<file path="src/rtl/bsf_ram.sv">
module bsf_ram #(
  parameter int unsigned Width = 32,
  parameter int unsigned Depth = 64
) (
  input  logic                             clk_i,
  input  logic                             we_i,
  input  logic [$clog2(Depth)-1:0]         waddr_i,
  input  logic [Width-1:0]                 wdata_i,
  input  logic                             re_i,
  input  logic [$clog2(Depth)-1:0]         raddr_i,
  output logic [Width-1:0]                 rdata_o
);

  logic [Width-1:0] mem_q [Depth];
  logic [Width-1:0] rdata_q;

  always_ff @(posedge clk_i) begin
    if (we_i) begin
      mem_q[waddr_i] <= wdata_i;
    end
  end

  // Read data is registered and holds while no read is issued.
  always_ff @(posedge clk_i) begin
    if (re_i) begin
      rdata_q <= mem_q[raddr_i];
    end
  end

  assign rdata_o = rdata_q;

endmodule

</file>
<file path="config.mk">
export PLATFORM = sky130hd
export DESIGN_NAME = bsf_ram
export DESIGN_NICKNAME = d
export VERILOG_FILES = /design/src/rtl/bsf_ram.sv
export SDC_FILE = /design/constraint.sdc
export NUM_CORES = 2
export LEC_CHECK = 0
export ABC_CLOCK_PERIOD_IN_PS = 8150
export BUFFER_PORTS_ARGS = -buffer_cell sky130_fd_sc_hd__buf_2
export CELL_PAD_IN_SITES_DETAIL_PLACEMENT = 1
export CELL_PAD_IN_SITES_GLOBAL_PLACEMENT = 2
export CORE_MARGIN = 1.5
export CORE_UTILIZATION = 34
export DETAILED_ROUTE_END_ITERATION = 8
export PLACE_DENSITY_LB_ADDON = 0.05
export SLEW_MARGIN = 20
export SYNTH_ARGS = -nofsm -noshare
export SYNTH_HDL_FRONTEND = slang
export SYNTH_SLANG_ARGS = --single-unit
export TNS_END_PERCENT = 10
</file>
<file path="constraint.sdc">
create_clock -name clk_i -period 8.15 [get_ports clk_i]
set_clock_uncertainty 0.15 [all_clocks]
set_input_delay 0.4075 -clock clk_i [delete_from_list [all_inputs] [get_ports clk_i]]
set_output_delay 0.4075 -clock clk_i [all_outputs]
set_load 0.01 [all_outputs]
</file>
# [Word-level counts from Yosys, hierarchy flattened]
# Memory sizes are Yosys's and may differ from the RTL's. A register that Yosys moved wholly into a read port is not among the register bits.
# Index checks and enable logic that the tools add are counted.
[word_totals] output_inout_bits=32 mem_count=1 ff_bits=0 ram_bits=2048
[memory_table] name="mem_q" words=64 word_bits=32 rd=1 rd_clocked_by_memory_dff=1 write_ports=1 line="14" text="logic [Width-1:0] mem_q [Depth];"
[op_classes] mux=2
[ops] cell="$mux W1" n=2

# [Depth between registers and ports, before layout]
[depth] word_depth=2 ltp_mapped=10

# [Least setup slack after synthesis]
# OpenSTA, ideal clock, no wires.
[synth_path] path_type="in2reg" from="input waddr_i[3]" to="memory mem_q[48][0], enable pin" cell_stages=4 slack_ns=4.433 arrival_ns=3.106 setup_ns=0.461 cell_sequence="clkbuf_1 -> nor2b_1 -> nand4b_1 -> nor3_1"
[synth_lines] item="start, declared" line="7" text="input logic [$clog2(Depth)-1:0] waddr_i,"
[synth_lines] item="end, declared" line="14"
# Straight into the memory's write port.

==> qor.txt <==
GPL Wtd Cong - 0.739
Final Power - 23600 uW
Sink Count - 2080
Final WS setup - 4.41 ns
crit-path max FO - 86
first drt pass iteration count - 7
setup violators final - 0
vias per inst - 5.44
WHS Endpoint - mem_q[22][18]
top_reg_cell synth - edfxtp_1
largest family of logic cells by synthesized area - multiplexers
Yosys Warn Count - 0
Post-Syn Area - 78800 um2
final hold violations - 0
synthesized instance count - 3324
Setup TNS Final - 0 ns
capturing element type of the critical path - flip-flop
Post-synth EDFFs - 2080
die width - 485 um
largest net degree at the start of global routing - 107
Slew Limit Headroom - 19.0%
type of the worst setup path - primary input to flip-flop
synthesis-to-layout area growth - 16.0%
post-synthesis compound-gate area fraction - 1.67%
Max Freq - 267 MHz
RSZ-0062 raised after global routing - no
initial core utilization - 34.2%
Resize count post-CTS - 0
status - complete, no violations
fin crit period - 3.74 ns
Async S/R FF share, synth - 0%
worst min-delay path startpoint - wdata_i[18]
Multi-input gate area - 16000 um2
register bit total from synthesis - 2080
Clock transition at path regs - 0.06 ns
drt drc - 0
DR iter-0 viols - 4006
htree depth - 4
Chip Height - 485 um
RR Endpoint - rdata_o[26]
routed vias - 37200
Root Buffer - clkbuf_16
Synth top area share - 79.2%
Register Area - 62500 um2
Post-DP HPWL - 132000 um
post-route ant nets - 0
max-slew violations - 0
register area share after synthesis - 79.2%
clk buf depth - 3
Routed WL per cell - 36.7 um
CP Launch Type - primary input
placed inst area - 83800 um2
maximum vdd drop - 195 uV
Hold Crit Class - primary input to flip-flop
Synth area leader - edfxtp_1
post-route cell area - 91500 um2
post-synthesis mux area share - 16.7%
Rows - 176
Die ar. - 235000 um2
ranking of synthesized cells by area - edfxtp_1 (79%), mux4_2 (16%), mux2i_1 (1.2%), o22ai_1 (0.67%), nor2_1 (0.65%)
adder-cell area share of the yosys netlist - 0%
Mean Syn Cell Area - 23.7 um2
Cell Pwr Density - 258 nW/um2
FF-to-FF setup slack - 5.26 ns
Pleak - 0.0282 uW
Port Buffers - 78
Core Area - 230000 um2
Post-Route WL - 251000 um
hold_ws - 0.0676 ns
FF-to-FF Start - mem_q[62][26]
Worst EP required - 8.57 ns
first-pass GRT wire length - 341000 um
fill count - 21200
initial antenna violation count - 27
io pins - 79
WP buf/inv - 2
worst slack, placed - 3.34 ns
Final #Nets - 3636
Num CTS Buffers - 226
hold path depth - 2
CTS tree - done
vias in the first global route - 39800
Unique masters post-synth - 33
worst reg-to-reg path cell count - 4
crit path cell chain - buf_8, buf_12, nand3b_1, o221ai_1, a21oi_1, a21oi_1, nor2_1
layout cell share with drive strength beyond 1 - 31.0%
arrival time at the worst endpoint - 4.16 ns
worst-margin pin slew - 1.21 ns
Slowest-stage cell, CP - nand3b_1
Clock Latency Late Sink - 0.88 ns
GR Overflow Total - 0
Net Count, Synth - 3371
Synth Area in XOR/XNOR - 0%
CP top delay family - compound AO/OA/AOI/OAI gates
Total Routing Usage GR - 21.4%
period utilization - 45.9%
CP dominant cell by count - a21oi_1
Largest stage delay, worst path - 0.85 ns
Synth Area in Simple Gates - 1.26%
max-cap viol count - 0
-- how the worst max path moves through the flow --
stage | startpoint | end | slack, ns | cells after the start
after floorplan | waddr_i[3] | mem_q[48][0] | 4.43 | 4
after CTS | raddr_i[0] | rdata_o[21] | 4.28 | 7
after global routing | raddr_i[0] | rdata_o[21] | 4.30 | 7
final | raddr_i[0] | rdata_o[21] | 4.41 | 7
after global placement | raddr_i[0] | rdata_o[21] | 3.31 | 7
after detailed placement | raddr_i[0] | rdata_o[21] | 3.34 | 7
-- power breakdown --
| group | total [uW] | switching [uW] | internal, uW |
|---|---|---|---|
| Clock | 10500 | 4300 | 6170 |
| Combinational | 1200 | 809 | 392 |
| Sequential | 11900 | 38.9 | 11900 |
| Total | 23600 | 5140 | 18400 |
-- sequential cells by signal, summed over array words and instances, names as in the netlist --
register,flops
mem_q,2048
rdata_o,32
-- cells by family after synthesis --
logic type / Yosys count
compound gates: 202
buf+inv: 182
flops: 2080
mux: 637
simple gates: 223
-- repair_timing --
item | CTS | global route
buffers inserted | 0 | 0
hold buffers | 1 | 0
hold endpoints to repair | 17 | 0
-- cells in the final DEF (no fill, tap or decap), types with 3 or more instances in the layout --
cell        instances
a21oi_1            61
a22oi_1            12
a311oi_1            7
a41o_1              4
and3_1              4
buf_12              8
buf_2              73
buf_4             132
buf_8               3
bufinv_16          32
clkbuf_1           29
clkbuf_16         231
clkinv_1           67
clkinv_2           50
clkinv_4            4
clkinvlp_4          6
diode_2            13
edfxtp_1         2080
inv_6               7
mux2i_1            93
mux4_2            544
nand2_1            25
nand2b_1            5
nand2b_2            3
nand3_2             4
nand3b_1            5
nor2_1             75
nor2_4             62
nor2b_1            15
nor3_1              5
o221ai_1           27
o22ai_1            84
o32ai_1             4
or3_1               3
or3b_2              3
-- cell usage after synthesis, types with 3 or more instances --
library cell	count
o221ai_1	27
a22oi_1	12
edfxtp_1	2080
or3_1	3
nor2_1	137
buf_4	25
o32ai_1	4
buf_1	21
o22ai_1	84
nand2b_1	8
and3_1	4
buf_6	5
nor3_1	7
buf_2	57
mux4_2	544
a311oi_1	8
or3b_2	3
nor2b_1	15
nand3b_1	5
nand3_1	5
nand2_1	26
clkbuf_1	74
a41o_1	4
mux2i_1	93
a21oi_1	62
-- final cells by class --
type / count / share of cell area [%]
diodes: 13 / 0.0356
repair buffers: 219 / 1.76
multi-input cells: 1062 / 17.5
flip-flops and latches: 2080 / 68.3
clock inverters: 170 / 1.83
well taps: 3026 / 4.14
clock buffers: 260 / 6.44
-- per-stage QoR --
| stage | std cells | util, % |
|---|---|---|
| floorplan | 3324 | - |
| global route | 6818 | 39.7 |
| detailed placement | 6386 | 36.4 |
| global placement | 6384 | 36.4 |
| finish | 6830 | 39.7 |
| CTS | 6817 | 39.7 |
-- per-layer routing --
| layer | part of all wire [%] | GRT usage, % | vias to the layer above |
|---|---|---|---|
| met4 | 2.1 | 4.80 | 2 |
| met1 | 45 | 31.0 | 20900 |
| li1 | - | - | 14900 |
| met5 | 0.0052 | 0 | - |
| met2 | 47 | 33.8 | 1096 |
| met3 | 5.8 | 3.87 | 283 |
Power figures use the tool's default switching activity.
